<file path="src/rtl/flb_pkg.sv">
// shared types, constants and codes of the flow session load balancer
`default_nettype none

package flb_pkg;

   localparam int SERVERS_DEF     = 4;
   localparam int SESSIONS_DEF    = 256;
   localparam int PROBE_LIMIT_DEF = 8;

   localparam int ENDPOINTS  = 4;
   localparam int ADDR_W     = 32;
   localparam int PROTO_W    = 8;
   localparam int PORT_W     = 16;
   localparam int KEY_W      = ADDR_W + PROTO_W + PORT_W;
   localparam int BACKEND_W  = ADDR_W + PORT_W;
   localparam int HASH_W     = 16;
   localparam int COUNT_W    = 3;
   localparam int RR_W       = 2;
   localparam int STATUS_W   = 3;
   localparam int CSR_ADDR_W = 6;
   localparam int CSR_DATA_W = 64;
   localparam int REG_IDX_W  = 3;

   localparam logic [REG_IDX_W-1:0] REG_SERVER_COUNT  = 3'd0;
   localparam logic [REG_IDX_W-1:0] REG_ENDPOINT_LAST = 3'd4;

   typedef enum logic [STATUS_W-1:0] {
      RES_FOUND   = 3'd0,
      RES_CREATED = 3'd1,
      RES_MISS    = 3'd2,
      RES_REFUSED = 3'd3,
      RES_FULL    = 3'd4
   } result_type;

   typedef enum logic [2:0] {
      ST_CLEAR,
      ST_IDLE,
      ST_REDUCE,
      ST_LOAD,
      ST_PROBE,
      ST_WRITE,
      ST_RESP
   } state_type;

   typedef struct packed {
      logic       accept;
      logic       reduce;
      logic       load_slot;
      logic       advance;
      logic       write;
      logic       clear;
      logic       set_result;
      result_type code;
      logic       rsp_load;
   } cmd_type;

   typedef struct packed {
      logic refuse_now;
      logic no_reduce;
      logic reduce_last;
      logic create;
      logic hit;
      logic empty;
      logic last;
      logic clear_last;
      logic rsp_free;
   } stat_type;

   typedef struct packed {
      logic                 valid;
      logic [KEY_W-1:0]     key;
      logic [BACKEND_W-1:0] backend;
   } entry_type;

endpackage

`default_nettype wire

</file>
<file path="src/rtl/flb_ctrl.sv">
// request sequencer of the flow session load balancer
`default_nettype none

module flb_ctrl import flb_pkg::*; (
   input  logic     clock,
   input  logic     reset,
   input  logic     req_valid,
   output logic     req_ready,
   input  stat_type stat,
   output cmd_type  cmd
);

   state_type state_ff;
   state_type state_in;

   always_ff @(posedge clock) begin
      if (reset) begin
         state_ff <= ST_CLEAR;
      end else begin
         state_ff <= state_in;
      end
   end

   always_comb begin
      state_in  = state_ff;
      cmd       = '0;
      cmd.code  = RES_FOUND;
      req_ready = 1'b0;
      case (state_ff)
         ST_CLEAR: begin
            cmd.clear = 1'b1;
            if (stat.clear_last) begin
               state_in = ST_IDLE;
            end
         end
         ST_IDLE: begin
            req_ready = 1'b1;
            if (req_valid) begin
               cmd.accept = 1'b1;
               if (stat.refuse_now) begin
                  cmd.set_result = 1'b1;
                  cmd.code       = RES_REFUSED;
                  state_in       = ST_RESP;
               end else if (stat.no_reduce) begin
                  state_in = ST_LOAD;
               end else begin
                  state_in = ST_REDUCE;
               end
            end
         end
         ST_REDUCE: begin
            cmd.reduce = 1'b1;
            if (stat.reduce_last) begin
               state_in = ST_LOAD;
            end
         end
         ST_LOAD: begin
            cmd.load_slot = 1'b1;
            state_in      = ST_PROBE;
         end
         ST_PROBE: begin
            // read of the next slot is issued while this one is checked
            if (stat.hit) begin
               cmd.set_result = 1'b1;
               cmd.code       = stat.create ? RES_REFUSED : RES_FOUND;
               state_in       = ST_RESP;
            end else if (stat.empty) begin
               if (stat.create) begin
                  state_in = ST_WRITE;
               end else begin
                  cmd.set_result = 1'b1;
                  cmd.code       = RES_MISS;
                  state_in       = ST_RESP;
               end
            end else if (stat.last) begin
               cmd.set_result = 1'b1;
               cmd.code       = stat.create ? RES_FULL : RES_MISS;
               state_in       = ST_RESP;
            end else begin
               cmd.advance = 1'b1;
            end
         end
         ST_WRITE: begin
            cmd.write      = 1'b1;
            cmd.set_result = 1'b1;
            cmd.code       = RES_CREATED;
            state_in       = ST_RESP;
         end
         ST_RESP: begin
            if (stat.rsp_free) begin
               cmd.rsp_load = 1'b1;
               state_in     = ST_IDLE;
            end
         end
         default: begin
            state_in = ST_IDLE;
         end
      endcase
   end

   a_write_after_probe: assert property (@(posedge clock) disable iff (reset)
      (state_ff == ST_WRITE) |-> $past(state_ff == ST_PROBE))
      else $error("table write not preceded by a probe");

   a_hit_finishes: assert property (@(posedge clock) disable iff (reset)
      (state_ff == ST_PROBE && stat.hit) |=> (state_ff == ST_RESP))
      else $error("probe hit did not end the walk");

endmodule

`default_nettype wire

</file>
<file path="config.mk">
export PLATFORM = sky130hd
export DESIGN_NAME = flb_ctrl
export DESIGN_NICKNAME = d
export VERILOG_FILES = /design/src/rtl/flb_pkg.sv /design/src/rtl/flb_ctrl.sv
export SDC_FILE = /design/constraint.sdc
export NUM_CORES = 1
export LEC_CHECK = 0
export BUFFER_PORTS_ARGS = -buffer_cell sky130_fd_sc_hd__buf_4
export CORE_AREA = 2 2 39 41
export DETAILED_ROUTE_END_ITERATION = 7
export DIE_AREA = 0 0 41 43
export SYNTH_ARGS = -nofsm -noshare
export SYNTH_HDL_FRONTEND = slang
export SYNTH_SLANG_ARGS = --single-unit
</file>
<file path="constraint.sdc">
create_clock -name clock -period 1.28 [get_ports clock]
set_input_delay 0.256 -clock clock [delete_from_list [all_inputs] [get_ports clock]]
set_output_delay 0.256 -clock clock [all_outputs]
set_load 0.005 [all_outputs]
</file>
==> report_table.html, run 1 <==
<table>
<tr><th>Metric</th><th>Value</th></tr>
<tr><th colspan="2">Hold path</th></tr>
<tr><td>Start point of the worst hold path</td><td>reset</td></tr>
<tr><td>Hold crit path type</td><td>input port to flip-flop</td></tr>
<tr><td>Cells on Worst Hold Path</td><td>2</td></tr>
<tr><td>Worst min-delay path endpoint</td><td>state_ff[2]</td></tr>
<tr><th colspan="2">Clock tree</th></tr>
<tr><td>Clock Pin Slew Worst Setup and Hold Paths</td><td>0.03 ns</td></tr>
<tr><td>CTS Buffer Depth</td><td>2</td></tr>
<tr><td>Source-to-sink clock delay at the later pin of the worst-skew pair</td><td>0.23 ns</td></tr>
<tr><td>H-tree levels</td><td>1</td></tr>
<tr><td>TritonCTS Buffers</td><td>3</td></tr>
<tr><td>Clock tree from TritonCTS</td><td>built</td></tr>
<tr><td>Clock root buffer master</td><td>sky130_fd_sc_hd__clkbuf_4</td></tr>
<tr><td>Clock sink count</td><td>3</td></tr>
<tr><th colspan="2">Global routing</th></tr>
<tr><td>Vias in the first global route</td><td>469</td></tr>
<tr><td>Largest net degree at the start of global routing</td><td>9</td></tr>
<tr><td>Total track usage</td><td>15.4%</td></tr>
<tr><td>Global route hottest layer</td><td>met2</td></tr>
<tr><td>Global-route wire length before repair</td><td>1920 um</td></tr>
<tr><td>Total global routing overflow</td><td>0</td></tr>
<tr><td>Met2 track utilization from global routing</td><td>25.0%</td></tr>
<tr><td>Met3 capacity usage during global routing</td><td>5.24%</td></tr>
<tr><td>Number of antenna violations at the first check in global routing</td><td>0</td></tr>
<tr><td>GR Util met1</td><td>18.5%</td></tr>
<tr><th colspan="2">Logic synthesis</th></tr>
<tr><td>Largest area contributor in the netlist</td><td>sky130_fd_sc_hd__dfxtp_1</td></tr>
<tr><td>Syn avg cell area</td><td>6.75 sq um</td></tr>
<tr><td>Cells taking the most area after synthesis</td><td>sky130_fd_sc_hd__dfxtp_1 16%, sky130_fd_sc_hd__a21oi_1 9.3%, sky130_fd_sc_hd__nand2_1 7.9%, sky130_fd_sc_hd__and2_1 6.6%, sky130_fd_sc_hd__o21ai_0 6.6%</td></tr>
<tr><td>Number of instances in the synthesized netlist</td><td>56</td></tr>
<tr><td>Register bit count reported by yosys</td><td>3</td></tr>
<tr><td>Number of warnings issued by yosys</td><td>0</td></tr>
<tr><td>Most repeated cell in the gate-level netlist after synthesis</td><td>sky130_fd_sc_hd__nand2_1</td></tr>
<tr><td>Top_reg_cell synth</td><td>sky130_fd_sc_hd__dfxtp_1</td></tr>
<tr><td>Proportion of netlist area held by the largest area contributor</td><td>15.9%</td></tr>
<tr><td>Post-synthesis async set-or-reset flop share</td><td>0%</td></tr>
<tr><td>Number of synthesized flops with an enable pin</td><td>0</td></tr>
<tr><td>Netlist cell types</td><td>22</td></tr>
<tr><td>Sequential cell area fraction in the yosys report</td><td>15.9%</td></tr>
<tr><td>Top cells by instance count after synthesis</td><td>8 x sky130_fd_sc_hd__nand2_1, 7 x sky130_fd_sc_hd__a21oi_1, 6 x sky130_fd_sc_hd__nor2_1</td></tr>
<tr><td>Total standard cell area after synthesis</td><td>378 sq um</td></tr>
<tr><td>Post-Syn Nets</td><td>68</td></tr>
<tr><th colspan="2">Run status</th></tr>
<tr><td>Failing checks</td><td>negative setup slack</td></tr>
<tr><td>Status</td><td>complete, but fails checks</td></tr>
<tr><th colspan="2">STA</th></tr>
<tr><td>Final cycle utilization of the critical path</td><td>110%</td></tr>
<tr><td>Worst slew slack as a fraction of its limit</td><td>85.6%</td></tr>
<tr><td>Total setup violations reported at the end of the flow</td><td>9</td></tr>
<tr><td>Setup repair after global routing missed its margin</td><td>yes</td></tr>
<tr><td>Final number of hold-violating endpoints</td><td>0</td></tr>
<tr><td>Final-report max-slew violation count</td><td>0</td></tr>
<tr><td>Clock Skew</td><td>0.00206 ns</td></tr>
<tr><td>Worst setup margin</td><td>-0.130 ns</td></tr>
<tr><td>Maximum achievable frequency</td><td>709 MHz</td></tr>
<tr><td>Post-layout min period</td><td>1.41 ns</td></tr>
<tr><td>Transition at the pin with the smallest max-transition slack</td><td>0.215 ns</td></tr>
<tr><th colspan="2">Floorplan</th></tr>
<tr><td>I/O pin count</td><td>24</td></tr>
<tr><td>Std-Cell Core Area</td><td>1380 sq um</td></tr>
<tr><td>Starting utilization of the core area</td><td>27.3%</td></tr>
<tr><td>Height of the die</td><td>43 um</td></tr>
<tr><td>Die Wd</td><td>41 um</td></tr>
<tr><td>Std cell rows</td><td>14</td></tr>
<tr><td>Die area</td><td>1760 sq um</td></tr>
<tr><th colspan="2">Placement</th></tr>
<tr><td>Count of input and output buffers</td><td>23</td></tr>
<tr><td>Placed instance count</td><td>98</td></tr>
<tr><td>Final estimated routing congestion in global placement</td><td>0.833</td></tr>
<tr><td>HPWL after detailed placement</td><td>853 um</td></tr>
<tr><td>Pre-CTS setup slack</td><td>-0.0250 ns</td></tr>
<tr><th colspan="2">Cells and area</th></tr>
<tr><td>Flip-flop count of the largest register, all copies and words added</td><td>3</td></tr>
<tr><td>Top reg by flops</td><td>state_ff</td></tr>
<tr><td>Number of standard cells in the final layout excluding fillers</td><td>105</td></tr>
<tr><td>Fraction of layout cells with a size suffix above 1</td><td>59.6%</td></tr>
<tr><td>Number of nets in the finished design</td><td>102</td></tr>
<tr><td>Leading registers by flop count</td><td>state_ff: 3 flops</td></tr>
<tr><td>Antenna cell count</td><td>0</td></tr>
<tr><td>Area growth syn-to-layout</td><td>92.4%</td></tr>
<tr><th colspan="2">Route</th></tr>
<tr><td>Pre-antenna DRT Iters</td><td>4</td></tr>
<tr><td>DR vias</td><td>506</td></tr>
<tr><td>Routed wire length</td><td>1190 um</td></tr>
<tr><td>First-iteration detailed-routing DRC count</td><td>9</td></tr>
<tr><td>DRC errors left</td><td>0</td></tr>
<tr><td>Via density per instance</td><td>4.82</td></tr>
<tr><td>Count of nets left with antenna violations after detail routing</td><td>0</td></tr>
<tr><td>Wire length per cell after detailed routing</td><td>11.3 um</td></tr>
<tr><th colspan="2">Pwr</th></tr>
<tr><td>Power share of the combinational group</td><td>54.9%</td></tr>
<tr><td>Net switching component of the power</td><td>0.229 mW</td></tr>
<tr><td>P per Cell Area</td><td>931 nW/um^2</td></tr>
<tr><td>Worst VDD drop</td><td>0.513 mV</td></tr>
<tr><td>Internal power</td><td>0.447 mW</td></tr>
<tr><td>Pleak</td><td>0.319 nW</td></tr>
<tr><td>Part of the total power dissipated in sequential elements</td><td>21.5%</td></tr>
<tr><td>Relative contribution of the clock network to total power</td><td>23.7%</td></tr>
<tr><td>Switching portion of total power</td><td>33.9%</td></tr>
<tr><th colspan="2">Worst setup path</th></tr>
<tr><td>FF-to-FF End</td><td>state_ff[0]</td></tr>
<tr><td>Required time reported for the critical path endpoint</td><td>1.02 ns</td></tr>
<tr><td>FF-to-FF Start</td><td>state_ff[2]</td></tr>
<tr><td>Max FO, Critical Path</td><td>4</td></tr>
<tr><td>Signal arrival time at the worst endpoint</td><td>1.15 ns</td></tr>
<tr><td>Critical path's largest stage delay</td><td>0.36 ns</td></tr>
<tr><td>Worst reg2reg setup slack</td><td>0.08 ns</td></tr>
<tr><td>Crit. End Element</td><td>primary output</td></tr>
<tr><td>Cell with the largest stage delay on the worst path</td><td>sky130_fd_sc_hd__dfxtp_4</td></tr>
<tr><td>Depth of the most critical reg-to-reg path</td><td>6</td></tr>
<tr><td>Class of the most critical setup path</td><td>flip-flop to primary output</td></tr>
<tr><td>Cell occurring most often along the worst timing path</td><td>sky130_fd_sc_hd__buf_6</td></tr>
<tr><td>Kind of start point of the critical path</td><td>flip-flop</td></tr>
<tr><td>Cell-by-cell listing of the critical path</td><td>nor2b_4 -&gt; buf_6 -&gt; and3_4 -&gt; buf_6</td></tr>
<tr><th colspan="2">Flow run</th></tr>
<tr><td>Count of maximum capacitance violations</td><td>0</td></tr>
</table>
metrics by stage:
| stage | TNS, ns | area [sq um] | total power, mW | utilization (%) | hold WS (ns) |
|---|---|---|---|---|---|
| 3_5_place_dp | -0.0250 | 597 | 0.438 | 43.1 | 0.456 |
| 3_3_place_gp | -0.0303 | 597 | 0.439 | 43.1 | 0.455 |
| 6_report | -0.750 | 727 | 0.676 | 52.5 | 0.221 |
| 4_1_cts | -0.793 | 701 | 0.669 | 50.6 | 0.203 |
| 5_1_grt | -1.44 | 727 | 0.738 | 52.5 | 0.214 |
| 2_1_floorplan | 0 | 378 | 0.297 | - | 0.325 |
worst max-delay path, delay by kind of cell, from the launching register on:
family                 cells  cell delay, ns
and+or+nand+nor            2            0.35
buffers and inverters      2            0.21
DFF                        1            0.36
area by class of cell:
type	instances	area [sq um]
Tap cell	16	20.0
Fill cell	143	657
Timing Repair Buffer	33	263
Multi-Input combinational cell	49	347
Sequential cell	3	71.3
Clock buffer	4	26.3
per-layer routing:
metal | wire length (um) | vias up
met5 | 0 | -
met4 | 0 | 0
met3 | 99 | 0
met2 | 605 | 20
met1 | 480 | 220
li1 | - | 266
cells in the final DEF (no fill, tap or decap):
master / count
sky130_fd_sc_hd__o311ai_2: 1
sky130_fd_sc_hd__a31oi_4: 1
sky130_fd_sc_hd__nand3_1: 1
sky130_fd_sc_hd__nand2b_1: 1
sky130_fd_sc_hd__and3_4: 1
sky130_fd_sc_hd__and2_1: 4
sky130_fd_sc_hd__nor2b_4: 2
sky130_fd_sc_hd__nor3_1: 1
sky130_fd_sc_hd__a21oi_2: 1
sky130_fd_sc_hd__and2b_1: 1
sky130_fd_sc_hd__a211oi_1: 2
sky130_fd_sc_hd__o21ai_2: 2
sky130_fd_sc_hd__nand2_1: 8
sky130_fd_sc_hd__o21ai_0: 3
sky130_fd_sc_hd__nand3b_1: 2
sky130_fd_sc_hd__nor2_1: 5
sky130_fd_sc_hd__nor2_2: 1
sky130_fd_sc_hd__nor3b_2: 1
sky130_fd_sc_hd__o211ai_1: 1
sky130_fd_sc_hd__buf_4: 29
sky130_fd_sc_hd__dfxtp_4: 3
sky130_fd_sc_hd__mux2_4: 1
sky130_fd_sc_hd__nor3_2: 3
sky130_fd_sc_hd__clkbuf_4: 3
sky130_fd_sc_hd__buf_6: 4
sky130_fd_sc_hd__a21oi_1: 6
sky130_fd_sc_hd__clkbuf_1: 1
cell families after synthesis:
kind of cell	Yosys count	share of synthesized area (%)
mux	1	3.97
compound gates	17	29.5
buf+inv	4	6.95
flops	3	15.9
simple gates	31	43.7
worst max path at each step:
stage,start,end,cells after the start
6_report,state_ff[2],cmd[0],4
2_1_floorplan,state_ff[2],cmd[1],3
4_1_cts,state_ff[2],cmd[0],4
3_3_place_gp,state_ff[0],cmd[10],4
3_5_place_dp,state_ff[0],cmd[10],4
5_1_grt,state_ff[2],cmd[7],4
what timing repair did:
action,in CTS,in global routing
setup buffers,3,0
cloned,0,0
hold buffers,0,0
gates resized for setup,18,6
setup endpoints to repair,12,14
pin swaps,3,1
power by group through the flow:
stage	Clock, mW	Sequential [mW]	Combinational [mW]
finish	0.160	0.145	0.371
detailed placement	0	0.136	0.302
CTS	0.167	0.145	0.357
global placement	0	0.135	0.304
floorplan	0	0.123	0.173
global route	0.179	0.148	0.411
Note: power is estimated with default switching activity, not from simulation.
==> run 2, diff against run 1 <==
--- a/config.mk
+++ b/config.mk
@@ -6,9 +6,11 @@
 export NUM_CORES = 1
 export LEC_CHECK = 0
 export BUFFER_PORTS_ARGS = -buffer_cell sky130_fd_sc_hd__buf_4
-export CORE_AREA = 2 2 39 41
+export CORE_MARGIN = 2
+export CORE_UTILIZATION = 28
 export DETAILED_ROUTE_END_ITERATION = 7
-export DIE_AREA = 0 0 41 43
+export PLACE_DENSITY = 0.59
+export REMOVE_ABC_BUFFERS = 1
 export SYNTH_ARGS = -nofsm -noshare
 export SYNTH_HDL_FRONTEND = slang
 export SYNTH_SLANG_ARGS = --single-unit
==> run 2 against run 1 <==
The flow still finishes with violations (negative setup slack). Core utilization is 2.0 points higher. Critical endpoint is now cmd[3]. Clock skew is 0.0027 ns higher. Clock power increased by 6%. Fmax fell by 3.3%. Critical path type unchanged. Clock-buffer cell count stayed put. Sequential share of layout area fell by 0.35 points. Die area fell by 5.9%.
==> report_table.html, run 2 (synthesis gave the netlist of run 1 again) <==
<table>
<tr><th>Metric</th><th>Value</th></tr>
<tr><th colspan="2">Clock tree</th></tr>
<tr><td>Clock Pin Slew Worst Setup and Hold Paths</td><td>0.04 ns (was 0.03 ns)</td></tr>
<tr><td>Clock sink count</td><td>3 (unchanged)</td></tr>
<tr><td>Count of hold buffers inserted by post-cts repair</td><td>0 (unchanged)</td></tr>
<tr><td>Source-to-sink clock delay at the later pin of the worst-skew pair</td><td>0.24 ns (was 0.23 ns)</td></tr>
<tr><td>TritonCTS Buffers</td><td>3 (unchanged)</td></tr>
<tr><td>Clock root buffer master</td><td>sky130_fd_sc_hd__clkbuf_4 (unchanged)</td></tr>
<tr><td>Clock tree from TritonCTS</td><td>built (unchanged)</td></tr>
<tr><td>CTS Buffer Depth</td><td>2 (unchanged)</td></tr>
<tr><td>H-tree levels</td><td>1 (unchanged)</td></tr>
<tr><th colspan="2">Worst setup path</th></tr>
<tr><td>FF-to-FF End</td><td>state_ff[1] (was state_ff[0])</td></tr>
<tr><td>Kind of start point of the critical path</td><td>flip-flop (unchanged)</td></tr>
<tr><td>FF-to-FF Start</td><td>state_ff[0] (was state_ff[2])</td></tr>
<tr><td>CP bufs+invs</td><td>2 (unchanged)</td></tr>
<tr><td>Depth of the most critical reg-to-reg path</td><td>7 (was 6)</td></tr>
<tr><td>Cell-by-cell listing of the critical path</td><td>buf_6 -&gt; nor2b_4 -&gt; nand2_2 -&gt; nor3_2 -&gt; buf_4 (was nor2b_4 -&gt; buf_6 -&gt; and3_4 -&gt; buf_6)</td></tr>
<tr><td>Required time reported for the critical path endpoint</td><td>1.02 ns (about the same)</td></tr>
<tr><td>Crit path max-delay family</td><td>simple AND/OR/NAND/NOR gates (was flip-flops)</td></tr>
<tr><td>Class of the most critical setup path</td><td>flip-flop to primary output (unchanged)</td></tr>
<tr><td>Max FO, Critical Path</td><td>5 (was 4)</td></tr>
<tr><td>Crit. End Element</td><td>primary output (unchanged)</td></tr>
<tr><td>Critical path's largest stage delay</td><td>0.33 ns (was 0.36 ns)</td></tr>
<tr><td>Worst reg2reg setup slack</td><td>0.15 ns (was 0.08 ns)</td></tr>
<tr><td>Cell with the largest stage delay on the worst path</td><td>sky130_fd_sc_hd__dfxtp_2 (was sky130_fd_sc_hd__dfxtp_4)</td></tr>
<tr><td>Signal arrival time at the worst endpoint</td><td>1.20 ns (was 1.15 ns)</td></tr>
<tr><th colspan="2">Placement</th></tr>
<tr><td>Final estimated routing congestion in global placement</td><td>0.765 (was 0.833)</td></tr>
<tr><td>HPWL after detailed placement</td><td>846 um (was 853 um)</td></tr>
<tr><td>Count of input and output buffers</td><td>23 (unchanged)</td></tr>
<tr><td>Placed instance count</td><td>99 (was 98)</td></tr>
<tr><td>Pre-CTS setup slack</td><td>0.000467 ns (was -0.0250 ns)</td></tr>
<tr><th colspan="2">Floorplan</th></tr>
<tr><td>Height of the die</td><td>40.7 um (was 43 um)</td></tr>
<tr><td>Std cell rows</td><td>13 (was 14)</td></tr>
<tr><td>Starting utilization of the core area</td><td>29.4% (was 27.3%)</td></tr>
<tr><td>Die Wd</td><td>40.7 um (was 41 um)</td></tr>
<tr><td>Die area</td><td>1660 sq um (was 1760 sq um)</td></tr>
<tr><td>Std-Cell Core Area</td><td>1280 sq um (was 1380 sq um)</td></tr>
<tr><td>I/O pin count</td><td>24 (unchanged)</td></tr>
<tr><th colspan="2">Cells and area</th></tr>
<tr><td>Top reg by flops</td><td>state_ff (unchanged)</td></tr>
<tr><td>Flip-flop count of the largest register, all copies and words added</td><td>3 (unchanged)</td></tr>
<tr><td>Leading cell types in the layout, fill and taps excluded</td><td>31 x sky130_fd_sc_hd__buf_4, 7 x sky130_fd_sc_hd__nand2_1, 7 x sky130_fd_sc_hd__a21oi_1 (was 29 x sky130_fd_sc_hd__buf_4, 8 x sky130_fd_sc_hd__nand2_1, 6 x sky130_fd_sc_hd__a21oi_1)</td></tr>
<tr><td>Number of standard cells in the final layout excluding fillers</td><td>105 (unchanged)</td></tr>
<tr><td>Number of nets in the finished design</td><td>103 (was 102)</td></tr>
<tr><td>Leading registers by flop count</td><td>state_ff: 3 flops (unchanged)</td></tr>
<tr><td>Area growth syn-to-layout</td><td>85.4% (was 92.4%)</td></tr>
<tr><td>Antenna cell count</td><td>0 (unchanged)</td></tr>
<tr><td>Fraction of layout cells with a size suffix above 1</td><td>55.6% (was 59.6%)</td></tr>
<tr><td>Commonest non-fill, non-tap cell in the layout</td><td>sky130_fd_sc_hd__buf_4 (unchanged)</td></tr>
<tr><th colspan="2">Hold path</th></tr>
<tr><td>Start point of the worst hold path</td><td>reset (unchanged)</td></tr>
<tr><td>Cells on Worst Hold Path</td><td>2 (unchanged)</td></tr>
<tr><td>Hold crit path type</td><td>input port to flip-flop (unchanged)</td></tr>
<tr><td>Worst min-delay path endpoint</td><td>state_ff[2] (unchanged)</td></tr>
<tr><th colspan="2">Route</th></tr>
<tr><td>First-iteration detailed-routing DRC count</td><td>6 (was 9)</td></tr>
<tr><td>DR vias</td><td>510 (was 506)</td></tr>
<tr><td>Pre-antenna DRT Iters</td><td>4 (unchanged)</td></tr>
<tr><td>Count of nets left with antenna violations after detail routing</td><td>0 (unchanged)</td></tr>
<tr><td>Wire length per cell after detailed routing</td><td>10.6 um (was 11.3 um)</td></tr>
<tr><td>Via density per instance</td><td>4.86 (was 4.82)</td></tr>
<tr><td>DRC errors left</td><td>0 (unchanged)</td></tr>
<tr><td>Routed wire length</td><td>1110 um (was 1190 um)</td></tr>
<tr><th colspan="2">STA</th></tr>
<tr><td>Clock Skew</td><td>0.00480 ns (was 0.00206 ns)</td></tr>
<tr><td>Worst setup margin</td><td>-0.177 ns (was -0.130 ns)</td></tr>
<tr><td>Maximum achievable frequency</td><td>686 MHz (was 709 MHz)</td></tr>
<tr><td>Worst slew slack as a fraction of its limit</td><td>84.7% (was 85.6%)</td></tr>
<tr><td>Final cycle utilization of the critical path</td><td>114% (was 110%)</td></tr>
<tr><td>Hold WS</td><td>0.196 ns (was 0.221 ns)</td></tr>
<tr><td>Setup repair after global routing missed its margin</td><td>yes (unchanged)</td></tr>
<tr><td>Post-layout min period</td><td>1.46 ns (was 1.41 ns)</td></tr>
<tr><td>Final number of hold-violating endpoints</td><td>0 (unchanged)</td></tr>
<tr><td>Transition at the pin with the smallest max-transition slack</td><td>0.229 ns (was 0.215 ns)</td></tr>
<tr><td>Total setup violations reported at the end of the flow</td><td>11 (was 9)</td></tr>
<tr><td>Final-report max-slew violation count</td><td>0 (unchanged)</td></tr>
<tr><td>Setup_tns</td><td>-1.12 ns (was -0.750 ns)</td></tr>
<tr><th colspan="2">Pwr</th></tr>
<tr><td>Pleak</td><td>0.322 nW (was 0.319 nW)</td></tr>
<tr><td>P per Cell Area</td><td>965 nW/um^2 (was 931 nW/um^2)</td></tr>
<tr><td>Worst VDD drop</td><td>0.361 mV (was 0.513 mV)</td></tr>
<tr><td>Sum of internal, switching and leakage power</td><td>0.676 mW (about the same)</td></tr>
<tr><th colspan="2">Global routing</th></tr>
<tr><td>Vias in the first global route</td><td>399 (was 469)</td></tr>
<tr><td>Total track usage</td><td>14.4% (was 15.4%)</td></tr>
<tr><td>Global-route wire length before repair</td><td>1610 um (was 1920 um)</td></tr>
<tr><td>Number of antenna violations at the first check in global routing</td><td>0 (unchanged)</td></tr>
<tr><td>Total global routing overflow</td><td>0 (unchanged)</td></tr>
<tr><td>Largest net degree at the start of global routing</td><td>11 (was 9)</td></tr>
<tr><th colspan="2">Run status</th></tr>
<tr><td>Failing checks</td><td>negative setup slack (unchanged)</td></tr>
<tr><td>Status</td><td>complete, but fails checks (unchanged)</td></tr>
<tr><th colspan="2">Flow run</th></tr>
<tr><td>Count of maximum capacitance violations</td><td>0 (unchanged)</td></tr>
</table>
==> run 2: what timing repair did <==
item / CTS / global route
setup endpoints to repair: 12 / 12
buffers inserted: 3 / 0
pin swaps: 3 / 1
resized for setup: 13 / 2
==> run 2: worst max path at each step <==
stage,slack [ns],to,depth (start not counted),startpoint
floorplan,-0.02,cmd[10],3,state_ff[0]
global route,-0.27,cmd[3],5,state_ff[0]
finish,-0.18,cmd[3],5,state_ff[0]
CTS,-0.20,cmd[3],5,state_ff[0]
global placement,0.008,cmd[3],5,state_ff[0]
detailed placement,0.0005,cmd[3],5,state_ff[0]
==> run 2: metrics by stage <==
stage	utilization [%]	cell area (sq um)
final	54.5	701
after detailed placement	47.5	611
after floorplan	-	352
after global placement	47.5	611
after CTS	53.7	689
after global routing	54.5	701
==> run 2: per-layer routing <==
layer	up-vias	part of all wire [%]	global-route usage [%]
met3	2	5.6	2.17
li1	271	-	-
met2	19	50	27.0
met4	0	1.7	5.00
met1	218	42	16.2
met5	-	0	0
==> run 2: area by class of cell <==
class | count | area [sq um]
multi-input cells | 49 | 323
repair buffers | 34 | 267
flip-flops and latches | 3 | 66.3
well taps | 15 | 18.8
fillers | 139 | 584
clock buffers | 4 | 26.3
==> run 2: report_power, final <==
part	switching [mW]	internal [mW]	leakage (nW)
combinational	0.148	0.215	0.281
clock	0.0533	0.117	0.0150
sequential	0.0289	0.114	0.0261
==> run 2: worst register-to-register path: cells and delay by family (launching register included) <==
family	cells	cell delay [ns]
buffers and inverters	3	0.37
DFF	1	0.33
and+or+nand+nor	2	0.11
AOI/OAI and AO/OA	2	0.20
